--- config.mk ---
export PLATFORM = sky130hd
export DESIGN_NAME = rect_overlap_table_search_unit_flat
export DESIGN_NICKNAME = d
export VERILOG_FILES = /design/src/rtl/roc_pkg.sv /design/src/rtl/roc_if.sv /design/src/rtl/roc_cell.sv /design/src/rtl/roc_cmp.sv /design/src/rtl/rect_overlap_table_search_unit.sv /design/src/flat_wrapper.sv
export SDC_FILE = /design/constraint.sdc
export NUM_CORES = 2
export LEC_CHECK = 0
export ABC_AREA = 0
export BUFFER_PORTS_ARGS = -buffer_cell sky130_fd_sc_hd__buf_2
export CORE_MARGIN = 2
export CORE_UTILIZATION = 50
export CTS_BUF_LIST = sky130_fd_sc_hd__clkbuf_16
export CTS_CLUSTER_SIZE = 40
export DETAILED_ROUTE_END_ITERATION = 12
export PLACE_DENSITY = 0.78
export SETUP_SLACK_MARGIN = 0.1
export SYNTH_ARGS = -nofsm -noshare
export SYNTH_HDL_FRONTEND = slang
export SYNTH_SLANG_ARGS = --single-unit
export TNS_END_PERCENT = 50
--- constraint.sdc ---
create_clock -name clk -period 12.2 [get_ports clk]
set_input_delay 0 -clock clk [delete_from_list [all_inputs] [get_ports clk]]
set_output_delay 0 -clock clk [all_outputs]
set_load 0.005 [all_outputs]
--- src/rtl/roc_pkg.sv ---
// ----------------------------------------------------------------------------
// roc_pkg
// Shared codes, field widths and types of the rectangle overlap search unit.
// ----------------------------------------------------------------------------
package roc_pkg;

    localparam int ACTION_W  = 2;
    localparam int COORD_IN_W = 16;
    localparam int SIZE_W    = 15;
    localparam int TAG_W     = 16;
    localparam int OUT_IDX_W = 5;

    localparam logic [ACTION_W-1:0] ACT_CLEAR  = 2'd0;
    localparam logic [ACTION_W-1:0] ACT_APPEND = 2'd1;
    localparam logic [ACTION_W-1:0] ACT_QUERY  = 2'd2;

    // configuration port: byte address bits and register word index
    localparam int APB_ADDR_W = 3;
    localparam logic REG_FIRST_HIT = 1'b0;

    // per-cell control, driven by the sequencer
    typedef struct packed {
        logic shift;
        logic load;
    } roc_cell_ctl_t;

endpackage

--- src/rtl/roc_if.sv ---
// ----------------------------------------------------------------------------
// roc_req_if / roc_rsp_if
// Valid/ready channels for requests and results of the overlap search unit.
// ----------------------------------------------------------------------------
interface roc_req_if;
    logic                                  valid;
    logic                                  ready;
    logic [roc_pkg::ACTION_W-1:0]          action;
    logic signed [roc_pkg::COORD_IN_W-1:0] rect_x;
    logic signed [roc_pkg::COORD_IN_W-1:0] rect_y;
    logic [roc_pkg::SIZE_W-1:0]            rect_w;
    logic [roc_pkg::SIZE_W-1:0]            rect_h;
    logic [roc_pkg::TAG_W-1:0]             query_tag;

    modport source (output valid, action, rect_x, rect_y, rect_w, rect_h, query_tag,
                    input ready);
    modport sink (input valid, action, rect_x, rect_y, rect_w, rect_h, query_tag,
                  output ready);
endinterface

interface roc_rsp_if;
    logic                           valid;
    logic                           ready;
    logic [roc_pkg::TAG_W-1:0]      tag_out;
    logic [roc_pkg::OUT_IDX_W-1:0]  target_index;
    logic                           hit;
    logic                           last;

    modport source (output valid, tag_out, target_index, hit, last, input ready);
    modport sink (input valid, tag_out, target_index, hit, last, output ready);
endinterface

--- src/rtl/roc_cell.sv ---
// ----------------------------------------------------------------------------
// roc_cell
// One storage cell of the target ring: load a new target or take the
// neighbor's entry while the ring rotates.
// ----------------------------------------------------------------------------
module roc_cell #(
    parameter int DATA_W = 62
) (
    input  logic                  clk,
    input  roc_pkg::roc_cell_ctl_t ctl,
    input  logic [DATA_W-1:0]     load_data,
    input  logic [DATA_W-1:0]     shift_in,
    output logic [DATA_W-1:0]     data
);

    logic [DATA_W-1:0] data_reg;
    logic [DATA_W-1:0] data_next;

    always_comb
    begin
        data_next = data_reg;
        if (ctl.shift)
        begin
            data_next = shift_in;
        end
        else if (ctl.load)
        begin
            data_next = load_data;
        end
    end

    always_ff @(posedge clk)
    begin
        data_reg <= data_next;
    end

    assign data = data_reg;

endmodule

--- src/rtl/roc_cmp.sv ---
// ----------------------------------------------------------------------------
// roc_cmp
// Overlap test of two packed rectangles; touching edges count as overlap.
// ----------------------------------------------------------------------------
module roc_cmp #(
    parameter int COORD_WIDTH = 16
) (
    input  logic [2*COORD_WIDTH+2*roc_pkg::SIZE_W-1:0] rect_a,
    input  logic [2*COORD_WIDTH+2*roc_pkg::SIZE_W-1:0] rect_b,
    output logic                                       overlap
);

    localparam int SW    = roc_pkg::SIZE_W;
    localparam int DATA_W = 2*COORD_WIDTH + 2*SW;
    // wide enough for coordinate plus size without wrap
    localparam int SUM_W = ((COORD_WIDTH > SW) ? COORD_WIDTH : SW) + 2;

    logic signed [COORD_WIDTH-1:0] ax, ay, bx, by;
    logic [SW-1:0]                 aw, ah, bw, bh;
    logic signed [SUM_W-1:0]       ax_e, ay_e, bx_e, by_e;
    logic signed [SUM_W-1:0]       aw_e, ah_e, bw_e, bh_e;
    logic signed [SUM_W-1:0]       a_right, a_bottom, b_right, b_bottom;

    always_comb
    begin
        ax = rect_a[DATA_W-1 -: COORD_WIDTH];
        ay = rect_a[DATA_W-COORD_WIDTH-1 -: COORD_WIDTH];
        aw = rect_a[2*SW-1 -: SW];
        ah = rect_a[SW-1:0];
        bx = rect_b[DATA_W-1 -: COORD_WIDTH];
        by = rect_b[DATA_W-COORD_WIDTH-1 -: COORD_WIDTH];
        bw = rect_b[2*SW-1 -: SW];
        bh = rect_b[SW-1:0];

        ax_e = SUM_W'(ax);
        ay_e = SUM_W'(ay);
        bx_e = SUM_W'(bx);
        by_e = SUM_W'(by);
        aw_e = SUM_W'(aw);
        ah_e = SUM_W'(ah);
        bw_e = SUM_W'(bw);
        bh_e = SUM_W'(bh);

        a_right  = ax_e + aw_e;
        a_bottom = ay_e + ah_e;
        b_right  = bx_e + bw_e;
        b_bottom = by_e + bh_e;

        overlap = !(a_right < bx_e) && !(b_right < ax_e) &&
                  !(a_bottom < by_e) && !(b_bottom < ay_e);
    end

endmodule

--- src/rtl/rect_overlap_table_search_unit.sv ---
// ----------------------------------------------------------------------------
// rect_overlap_table_search_unit
// Target rectangle table with in-order overlap search of a query rectangle.
// ----------------------------------------------------------------------------
// Requests carry an action: clear empties the table, append stores the
// rectangle at the next free index (dropped when the table is full), query
// searches every stored target in index order. The table is a ring of
// TABLE_DEPTH cells; during a query the ring rotates one step per cycle
// unless a stalled result side holds up a result, and the head cell is
// tested against the query, so a query occupies the unit for its acceptance,
// a full ring rotation and a closing state, plus any time the result side
// stalls. Clear, append and unused action codes leave the unit idle.
// Each overlap gives one result (only the lowest index when first_hit_only
// is set), a query without overlap gives one no-hit result, and last closes
// the results of each query. A finished result waits in the output register
// while the next request is taken. Write first_hit_only (APB byte address 0)
// only while the unit is idle. Coordinates use the low COORD_WIDTH bits of
// rect_x and rect_y as two's complement values.
// ----------------------------------------------------------------------------
module rect_overlap_table_search_unit #(
    parameter int TABLE_DEPTH = 32,
    parameter int COORD_WIDTH = 16
) (
    input  logic                            clk,
    input  logic                            rst_n,
    roc_req_if.sink                         req,
    roc_rsp_if.source                       rsp,
    input  logic                            psel,
    input  logic                            penable,
    input  logic                            pwrite,
    input  logic [roc_pkg::APB_ADDR_W-1:0]  paddr,
    input  logic [31:0]                     pwdata,
    output logic [31:0]                     prdata,
    output logic                            pready
);

    localparam int SW     = roc_pkg::SIZE_W;
    localparam int DATA_W = 2*COORD_WIDTH + 2*SW;
    localparam int IDX_W  = (TABLE_DEPTH > 1) ? $clog2(TABLE_DEPTH) : 1;
    localparam int CNT_W  = $clog2(TABLE_DEPTH + 1);

    localparam logic [1:0] ST_IDLE = 2'd0;
    localparam logic [1:0] ST_SCAN = 2'd1;
    localparam logic [1:0] ST_DONE = 2'd2;

    // ------------------------------------------------------------------
    // Configuration register
    // ------------------------------------------------------------------
    logic mode_reg;
    logic mode_next;
    logic cfg_wr;

    assign pready = 1'b1;
    assign cfg_wr = psel && penable && pwrite && pready;

    always_comb
    begin
        mode_next = mode_reg;
        if (cfg_wr && (paddr[2] == roc_pkg::REG_FIRST_HIT))
        begin
            mode_next = pwdata[0];
        end
        prdata = (paddr[2] == roc_pkg::REG_FIRST_HIT) ? {31'b0, mode_reg} : 32'b0;
    end

    // ------------------------------------------------------------------
    // Request rectangle packing: {x, y, w, h}
    // ------------------------------------------------------------------
    logic [31:0]             rx_raw, ry_raw;
    logic [DATA_W-1:0]       req_rect;

    assign rx_raw   = {16'b0, req.rect_x};
    assign ry_raw   = {16'b0, req.rect_y};
    assign req_rect = {rx_raw[COORD_WIDTH-1:0], ry_raw[COORD_WIDTH-1:0],
                       req.rect_w, req.rect_h};

    // ------------------------------------------------------------------
    // Sequencer state
    // ------------------------------------------------------------------
    logic [1:0]                  state_reg, state_next;
    logic [CNT_W-1:0]            count_reg, count_next;
    logic [IDX_W-1:0]            step_reg, step_next;
    logic                        pend_valid_reg, pend_valid_next;
    logic [IDX_W-1:0]            pend_idx_reg, pend_idx_next;
    logic                        done_reg, done_next;
    logic [DATA_W-1:0]           query_reg, query_next;
    logic [roc_pkg::TAG_W-1:0]   tag_reg, tag_next;

    logic                        out_valid_reg, out_valid_next;
    logic [roc_pkg::TAG_W-1:0]   out_tag_reg, out_tag_next;
    logic [roc_pkg::OUT_IDX_W-1:0] out_idx_reg, out_idx_next;
    logic                        out_hit_reg, out_hit_next;
    logic                        out_last_reg, out_last_next;

    logic                        req_fire;
    logic                        out_free;
    logic                        in_range;
    logic                        overlap;
    logic                        hit_now;
    logic                        shift_en;
    logic                        append_en;
    logic                        emit;
    logic                        stall;
    logic [IDX_W-1:0]            emit_idx;
    logic                        emit_hit;
    logic                        emit_last;

    logic [DATA_W-1:0]           cell_q [TABLE_DEPTH];
    roc_pkg::roc_cell_ctl_t      cell_ctl [TABLE_DEPTH];

    assign req.ready = (state_reg == ST_IDLE);
    assign req_fire  = req.valid && req.ready;
    assign out_free  = !out_valid_reg || rsp.ready;
    assign in_range  = (CNT_W'(step_reg) < count_reg);
    assign hit_now   = (state_reg == ST_SCAN) && in_range && overlap && !done_reg;
    assign append_en = req_fire && (req.action == roc_pkg::ACT_APPEND) &&
                       (count_reg < CNT_W'(TABLE_DEPTH));

    // ------------------------------------------------------------------
    // Target ring: cell i takes cell i+1, the last cell takes the head
    // ------------------------------------------------------------------
    for (genvar i = 0; i < TABLE_DEPTH; i++)
    begin : g_cell
        assign cell_ctl[i].shift = shift_en;
        assign cell_ctl[i].load  = append_en && (count_reg == CNT_W'(i));

        roc_cell #(
            .DATA_W (DATA_W)
        ) u_cell (
            .clk       (clk),
            .ctl       (cell_ctl[i]),
            .load_data (req_rect),
            .shift_in  (cell_q[(i + 1) % TABLE_DEPTH]),
            .data      (cell_q[i])
        );
    end

    // test the head cell against the held query
    roc_cmp #(
        .COORD_WIDTH (COORD_WIDTH)
    ) u_cmp (
        .rect_a  (query_reg),
        .rect_b  (cell_q[0]),
        .overlap (overlap)
    );

    // ------------------------------------------------------------------
    // Sequencer
    // ------------------------------------------------------------------
    always_comb
    begin
        state_next      = state_reg;
        count_next      = count_reg;
        step_next       = step_reg;
        pend_valid_next = pend_valid_reg;
        pend_idx_next   = pend_idx_reg;
        done_next       = done_reg;
        query_next      = query_reg;
        tag_next        = tag_reg;
        shift_en        = 1'b0;
        emit            = 1'b0;
        stall           = 1'b0;
        emit_idx        = '0;
        emit_hit        = 1'b0;
        emit_last       = 1'b0;

        case (state_reg)
            ST_IDLE:
            begin
                if (req_fire)
                begin
                    case (req.action)
                        roc_pkg::ACT_CLEAR:
                        begin
                            count_next = '0;
                        end
                        roc_pkg::ACT_APPEND:
                        begin
                            if (append_en)
                            begin
                                count_next = count_reg + CNT_W'(1);
                            end
                        end
                        roc_pkg::ACT_QUERY:
                        begin
                            state_next      = ST_SCAN;
                            step_next       = '0;
                            pend_valid_next = 1'b0;
                            done_next       = 1'b0;
                            query_next      = req_rect;
                            tag_next        = req.query_tag;
                        end
                        default:
                        begin
                            // unused code: drop the request
                        end
                    endcase
                end
            end

            ST_SCAN:
            begin
                if (hit_now)
                begin
                    if (mode_reg)
                    begin
                        // first hit closes the query
                        emit      = 1'b1;
                        emit_idx  = step_reg;
                        emit_hit  = 1'b1;
                        emit_last = 1'b1;
                    end
                    else if (pend_valid_reg)
                    begin
                        // a later hit exists, so the held one is not last
                        emit     = 1'b1;
                        emit_idx = pend_idx_reg;
                        emit_hit = 1'b1;
                    end
                end
                stall = emit && !out_free;
                if (!stall)
                begin
                    shift_en  = 1'b1;
                    step_next = step_reg + IDX_W'(1);
                    if (hit_now)
                    begin
                        if (mode_reg)
                        begin
                            done_next = 1'b1;
                        end
                        else
                        begin
                            pend_valid_next = 1'b1;
                            pend_idx_next   = step_reg;
                        end
                    end
                    if (step_reg == IDX_W'(TABLE_DEPTH - 1))
                    begin
                        state_next = ST_DONE;
                    end
                end
            end

            ST_DONE:
            begin
                if (done_reg)
                begin
                    state_next = ST_IDLE;
                end
                else
                begin
                    // flush the held hit as last, or report no hit
                    emit      = 1'b1;
                    emit_idx  = pend_valid_reg ? pend_idx_reg : '0;
                    emit_hit  = pend_valid_reg;
                    emit_last = 1'b1;
                    if (out_free)
                    begin
                        state_next = ST_IDLE;
                    end
                end
            end

            default:
            begin
                state_next = ST_IDLE;
            end
        endcase
    end

    // ------------------------------------------------------------------
    // Output register
    // ------------------------------------------------------------------
    logic [31:0] emit_idx_w;

    assign emit_idx_w = 32'(emit_idx);

    always_comb
    begin
        out_valid_next = out_valid_reg;
        out_tag_next   = out_tag_reg;
        out_idx_next   = out_idx_reg;
        out_hit_next   = out_hit_reg;
        out_last_next  = out_last_reg;
        if (emit && out_free)
        begin
            out_valid_next = 1'b1;
            out_tag_next   = tag_reg;
            out_idx_next   = emit_idx_w[roc_pkg::OUT_IDX_W-1:0];
            out_hit_next   = emit_hit;
            out_last_next  = emit_last;
        end
        else if (rsp.ready)
        begin
            out_valid_next = 1'b0;
        end
    end

    assign rsp.valid        = out_valid_reg;
    assign rsp.tag_out      = out_tag_reg;
    assign rsp.target_index = out_idx_reg;
    assign rsp.hit          = out_hit_reg;
    assign rsp.last         = out_last_reg;

    // control state
    always_ff @(posedge clk or negedge rst_n)
    begin
        if (!rst_n)
        begin
            state_reg      <= ST_IDLE;
            count_reg      <= '0;
            step_reg       <= '0;
            pend_valid_reg <= 1'b0;
            done_reg       <= 1'b0;
            out_valid_reg  <= 1'b0;
            mode_reg       <= 1'b0;
        end
        else
        begin
            state_reg      <= state_next;
            count_reg      <= count_next;
            step_reg       <= step_next;
            pend_valid_reg <= pend_valid_next;
            done_reg       <= done_next;
            out_valid_reg  <= out_valid_next;
            mode_reg       <= mode_next;
        end
    end

    // payload
    always_ff @(posedge clk)
    begin
        pend_idx_reg <= pend_idx_next;
        query_reg    <= query_next;
        tag_reg      <= tag_next;
        out_tag_reg  <= out_tag_next;
        out_idx_reg  <= out_idx_next;
        out_hit_reg  <= out_hit_next;
        out_last_reg <= out_last_next;
    end

    // ------------------------------------------------------------------
    // Assertions
    // ------------------------------------------------------------------
    a_count_bound: assert property (@(posedge clk) disable iff (!rst_n)
        count_reg <= CNT_W'(TABLE_DEPTH))
        else $error("target count exceeds table depth");

    a_nohit_form: assert property (@(posedge clk) disable iff (!rst_n)
        out_valid_reg && !out_hit_reg |-> out_last_reg && (out_idx_reg == '0))
        else $error("no-hit result must be last with index zero");

    a_pend_order: assert property (@(posedge clk) disable iff (!rst_n)
        (state_reg == ST_SCAN) && pend_valid_reg |-> pend_idx_reg < step_reg)
        else $error("held hit index not below scan position");

    a_ring_home: assert property (@(posedge clk) disable iff (!rst_n)
        (state_reg == ST_SCAN) && (state_next == ST_DONE) |->
            step_reg == IDX_W'(TABLE_DEPTH - 1))
        else $error("scan ended before a full ring rotation");

endmodule

--- src/flat_wrapper.sv ---
// flat-port wrapper written by rule: the top's interface ports become plain ports
module rect_overlap_table_search_unit_flat 
#(
    parameter int TABLE_DEPTH = 32,
    parameter int COORD_WIDTH = 16
)
  (clk, rst_n, psel, penable, pwrite, paddr, pwdata, prdata, pready, req_valid, req_action, req_rect_x, req_rect_y, req_rect_w, req_rect_h, req_query_tag, req_ready, rsp_valid, rsp_tag_out, rsp_target_index, rsp_hit, rsp_last, rsp_ready);
  roc_req_if req_i ();
  roc_rsp_if rsp_i ();
  input  logic clk;
  input  logic rst_n;
  input  logic psel;
  input  logic penable;
  input  logic pwrite;
  input  logic [roc_pkg::APB_ADDR_W-1:0] paddr;
  input  logic [31:0] pwdata;
  output logic [31:0] prdata;
  output logic pready;
  input wire logic [$bits(req_i.valid)-1:0] req_valid;
  input wire logic [$bits(req_i.action)-1:0] req_action;
  input wire logic [$bits(req_i.rect_x)-1:0] req_rect_x;
  input wire logic [$bits(req_i.rect_y)-1:0] req_rect_y;
  input wire logic [$bits(req_i.rect_w)-1:0] req_rect_w;
  input wire logic [$bits(req_i.rect_h)-1:0] req_rect_h;
  input wire logic [$bits(req_i.query_tag)-1:0] req_query_tag;
  output wire logic [$bits(req_i.ready)-1:0] req_ready;
  output wire logic [$bits(rsp_i.valid)-1:0] rsp_valid;
  output wire logic [$bits(rsp_i.tag_out)-1:0] rsp_tag_out;
  output wire logic [$bits(rsp_i.target_index)-1:0] rsp_target_index;
  output wire logic [$bits(rsp_i.hit)-1:0] rsp_hit;
  output wire logic [$bits(rsp_i.last)-1:0] rsp_last;
  input wire logic [$bits(rsp_i.ready)-1:0] rsp_ready;
  assign req_i.valid = req_valid;
  assign req_i.action = req_action;
  assign req_i.rect_x = req_rect_x;
  assign req_i.rect_y = req_rect_y;
  assign req_i.rect_w = req_rect_w;
  assign req_i.rect_h = req_rect_h;
  assign req_i.query_tag = req_query_tag;
  assign req_ready = req_i.ready;
  assign rsp_valid = rsp_i.valid;
  assign rsp_tag_out = rsp_i.tag_out;
  assign rsp_target_index = rsp_i.target_index;
  assign rsp_hit = rsp_i.hit;
  assign rsp_last = rsp_i.last;
  assign rsp_i.ready = rsp_ready;
  rect_overlap_table_search_unit #(.TABLE_DEPTH(TABLE_DEPTH), .COORD_WIDTH(COORD_WIDTH)) u_core (.clk(clk), .rst_n(rst_n), .req(req_i), .rsp(rsp_i), .psel(psel), .penable(penable), .pwrite(pwrite), .paddr(paddr), .pwdata(pwdata), .prdata(prdata), .pready(pready));
endmodule
==> results.py <==
metrics = {
    "run_status": {
        "outcome": "finished clean",
    },
    "synthesis": {
        "ys_async_sr_fraction": 0.00807,
        "synthFlopType": "edfxtp_1",
        "synthDistinctLibCells": 64,
        "ys_seq_area_frac": 0.669,
        "synth_top_family_by_area": "multiplexers",
        "netlist_instances": 5310,
        "syn-cell-area_sq_um": 94400,
        "synth-xor-area-share": 0.00417,
        "yosys.area_share.simple": 0.0122,
        "yosys_warnings": 0,
        "synth_seq_cells": 2107,
        "synth_adder_area_share": 0.0190,
        "synth_edf_count": 2090,
        "syn_area_per_cell_sq_um": 17.8,
        "muxShareOfSynthArea": 0.237,
        "synth_compound_area_frac": 0.0171,
    },
    "clocking": {
        "cts_tree": "built",
        "numCtsBuffers": 200,
        "clockRootBuffer": "clkbuf_16",
        "worstSkewPairLatency_ps": 840,
        "hold_buffers": 107,
        "post-cts-setup-buffers": 0,
        "clk_pin_slew_worst_paths_ps": 60,
        "cts.path.max_buffers": 3,
        "htree_levels": 4,
        "cts.sinks": 2107,
        "cts_resized": 0,
    },
    "pwr": {
        "seq_power_share": 0.499,
        "powerDensity_nw_per_um2": 225,
        "p_clk_frac": 0.255,
        "p_leak_nw": 34.7,
        "switching_share": 0.294,
        "ir_drop_uv": 202,
        "p_switching_mw": 6.83,
        "intPower_mw": 16.4,
        "p_comb_frac": 0.246,
    },
    "routing": {
        "vias": 45550,
        "drt_iter0_drc": 4182,
        "wl_per_cell_um": 23.6,
        "drcViolationCount": 0,
        "final_antenna_net_count": 0,
        "totalWireLength_mm": 190,
        "first_pass_iters": 6,
        "vias_per_cell": 5.66,
    },
    "floorplan": {
        "core_area_sq_um": 188000,
        "die_w_um": 439,
        "rows": 159,
        "dieHeight_um": 439,
        "dieArea_sq_um": 192000,
        "start_util": 0.503,
        "num_io_pins": 180,
    },
    "flow_run": {
        "cap_violations": 0,
    },
    "finish": {
        "largest_reg_flops": 1984,
        "final_cells": 8050,
        "drive_gt1_frac": 0.131,
        "area_growth_pct": 9.28,
        "ff_latch_area_sq_um": 63200,
        "fin_nets": 5650,
        "multi_input_area_sq_um": 27900,
        "post-route-util": 0.550,
        "fillers": 14034,
    },
    "place": {
        "gp_congestion": 0.859,
        "io_buffers": 114,
        "detailedPlacementHpwl_mm": 105,
        "dpl.cell_count": 7573,
        "place_worst_setup_slack_ps": 4610,
    },
    "timing": {
        "layout_setup_ws_ps": 4560,
        "slew_headroom": 0.170,
        "worst_pin_slew_ps": 1240,
        "skew_ps": 44.3,
        "fmax_mhz": 131,
        "rsz0062_at_grt": "no",
        "finalSetupViolCount": 0,
        "finalSetupTns_ps": 0,
        "drv_slew": 0,
        "hold_viol": 0,
        "final.period_utilization": 0.627,
        "finalCriticalPeriod_ps": 7640,
    },
    "global_routing": {
        "grt_pass1_wl_mm": 287,
        "grt_max_degree": 196,
        "grt_pass1_vias": 45977,
        "antenna_found_initial": 8,
        "grt_use_total": 0.195,
        "overflow": 0,
    },
    "min_path": {
        "holdPathStages": 4,
        "hold_path.class": "input pin to flip-flop",
    },
    "setup_path": {
        "arrival_ps": 8070,
        "reg2reg_depth": 21,
        "worstPathRequired_ps": 12620,
        "rrSetupSlack_ps": 4560,
        "cp_max_fo": 55,
        "cp-start-kind": "flip-flop",
        "critPathCaptureType": "flip-flop",
        "critPathKind": "flip-flop to flip-flop",
    },
}
layout make-up:
cell class	instances	area share
Sequential cell	2107	0.612
Multi-Input combinational cell	2683	0.271
Clock buffer	204	0.0495
Tap cell	2495	0.0303
Timing Repair Buffer	294	0.0226
Clock inverter	164	0.0110
Inverter	101	0.00369
Antenna cell	2	0.0000485
worst max-delay path, cell delays in order, from the launching register on:
cell and delay (ps):
edfxtp_1 380, ha_1 210, inv_1 60, fa_1 400, nor2b_1 130, o21a_1 160
o21ai_0 140, a2111oi_0 710, nor3_1 200, o31ai_1 280, a21o_1 190, a211oi_1 80
ha_1 380, nor3b_1 190, o21ai_0 220, a2111oi_0 330, o21ai_0 220, o211ai_1 260
and4bb_4 380, and2_4 410, o22ai_4 710, buf_4 1020
cell families (layout without fill, tap and decap cells):
family,after synthesis,after routing
other cells,2,34
buf+inv,550,763
xor+xnor,45,45
compound gates,242,242
simple gates,235,235
mux,1988,1988
fa+ha+maj,141,141
flops,2107,2107
synthesized netlist by cell type (4+ instances only):
cell type	number	share of area
o2111ai_1	4	0.00037
xor2_1	5	0.00046
a21o_1	19	0.0015
and3_1	8	0.00053
nand2b_1	11	0.00073
o22ai_1	39	0.0026
o21a_1	21	0.0017
nor3b_1	6	0.00048
o21bai_1	6	0.00048
nor2b_1	11	0.00073
a211o_1	4	0.00037
edfxtp_1	2090	0.66
inv_1	101	0.0040
dfrtp_1	17	0.0045
a211oi_1	17	0.0014
buf_4	50	0.0040
o211ai_1	5	0.00040
mux2_1	1760	0.21
nand2_1	58	0.0023
or3_1	8	0.00053
fa_1	4	0.00085
clkbuf_1	196	0.0078
buf_2	7	0.00037
buf_6	170	0.020
and4_1	4	0.00037
ha_1	137	0.018
o21ai_0	41	0.0022
or2_2	6	0.00040
a21oi_1	47	0.0025
nand3_1	27	0.0014
nor2_1	54	0.0021
xnor2_1	40	0.0037
o31ai_1	6	0.00048
buf_12	9	0.0019
mux2_2	224	0.027
a2111oi_0	4	0.00037
buf_8	17	0.0027
nor3_1	30	0.0016
mux2i_1	4	0.00042
metrics by stage:
step | instance area [sq um] | hold slack, ps | total power, mW
detailed placement | 95900 | -34.8 | 17.4
floorplan | 94500 | -296 | 16.0
global placement | 95900 | -32.4 | 17.2
CTS | 103000 | 40.5 | 23.4
global route | 103000 | 155 | 24.3
finish | 103000 | 112 | 23.2
final timing paths:
kind / startpoint / endpoint
setup / recovery: u_core.g_cell[0].u_cell.data[30] / u_core.g_cell[19].u_cell.data[23]
hold / removal: rsp_ready / u_core.rsp.valid
setup reg to reg: u_core.g_cell[0].u_cell.data[30] / u_core.g_cell[19].u_cell.data[23]
hold reg to reg: u_core.tag_reg[13] / u_core.rsp.tag_out[13]
max in group asynchronous: rst_n / u_core.count_reg[0]
min in group asynchronous: rst_n / u_core.step_reg[2]
layer usage:
layer  up-vias  global-route usage  part of all wire
met5         -                   0                 0
met4         0              0.0572             0.025
met3       293              0.0268             0.043
met2      1011               0.313              0.47
met1     23681               0.277              0.46
li1      20565                   -                 -
cell usage in the layout, fill, tap and decap left out, types with 11 or more instances in the layout:
cell type / instances
mux2_2: 224
nand2b_1: 11
edfxtp_1: 2090
dfrtp_1: 17
inv_1: 149
a211oi_1: 17
xnor2_1: 40
nor2b_1: 11
clkbuf_16: 204
dlygate4sd3_1: 107
nor3_1: 29
o22ai_4: 32
ha_1: 137
a21oi_1: 47
mux2_1: 1760
clkinv_2: 39
o21ai_0: 41
nand2_1: 58
buf_12: 11
buf_2: 114
o21a_1: 21
a21o_1: 19
clkinv_1: 50
buf_4: 62
bufinv_16: 11
nand3_1: 27
nor2_1: 53
conb_1: 32
power groups by stage:
stage / Combinational [mW] / Clock, mW / Sequential [mW]
4_1_cts: 5.75 / 6.07 / 11.6
3_3_place_gp: 5.55 / 0 / 11.7
5_1_grt: 6.19 / 6.33 / 11.8
6_report: 5.71 / 5.94 / 11.6
2_1_floorplan: 4.41 / 0 / 11.6
3_5_place_dp: 5.67 / 0 / 11.7
Note: power is estimated with default switching activity, not from simulation.
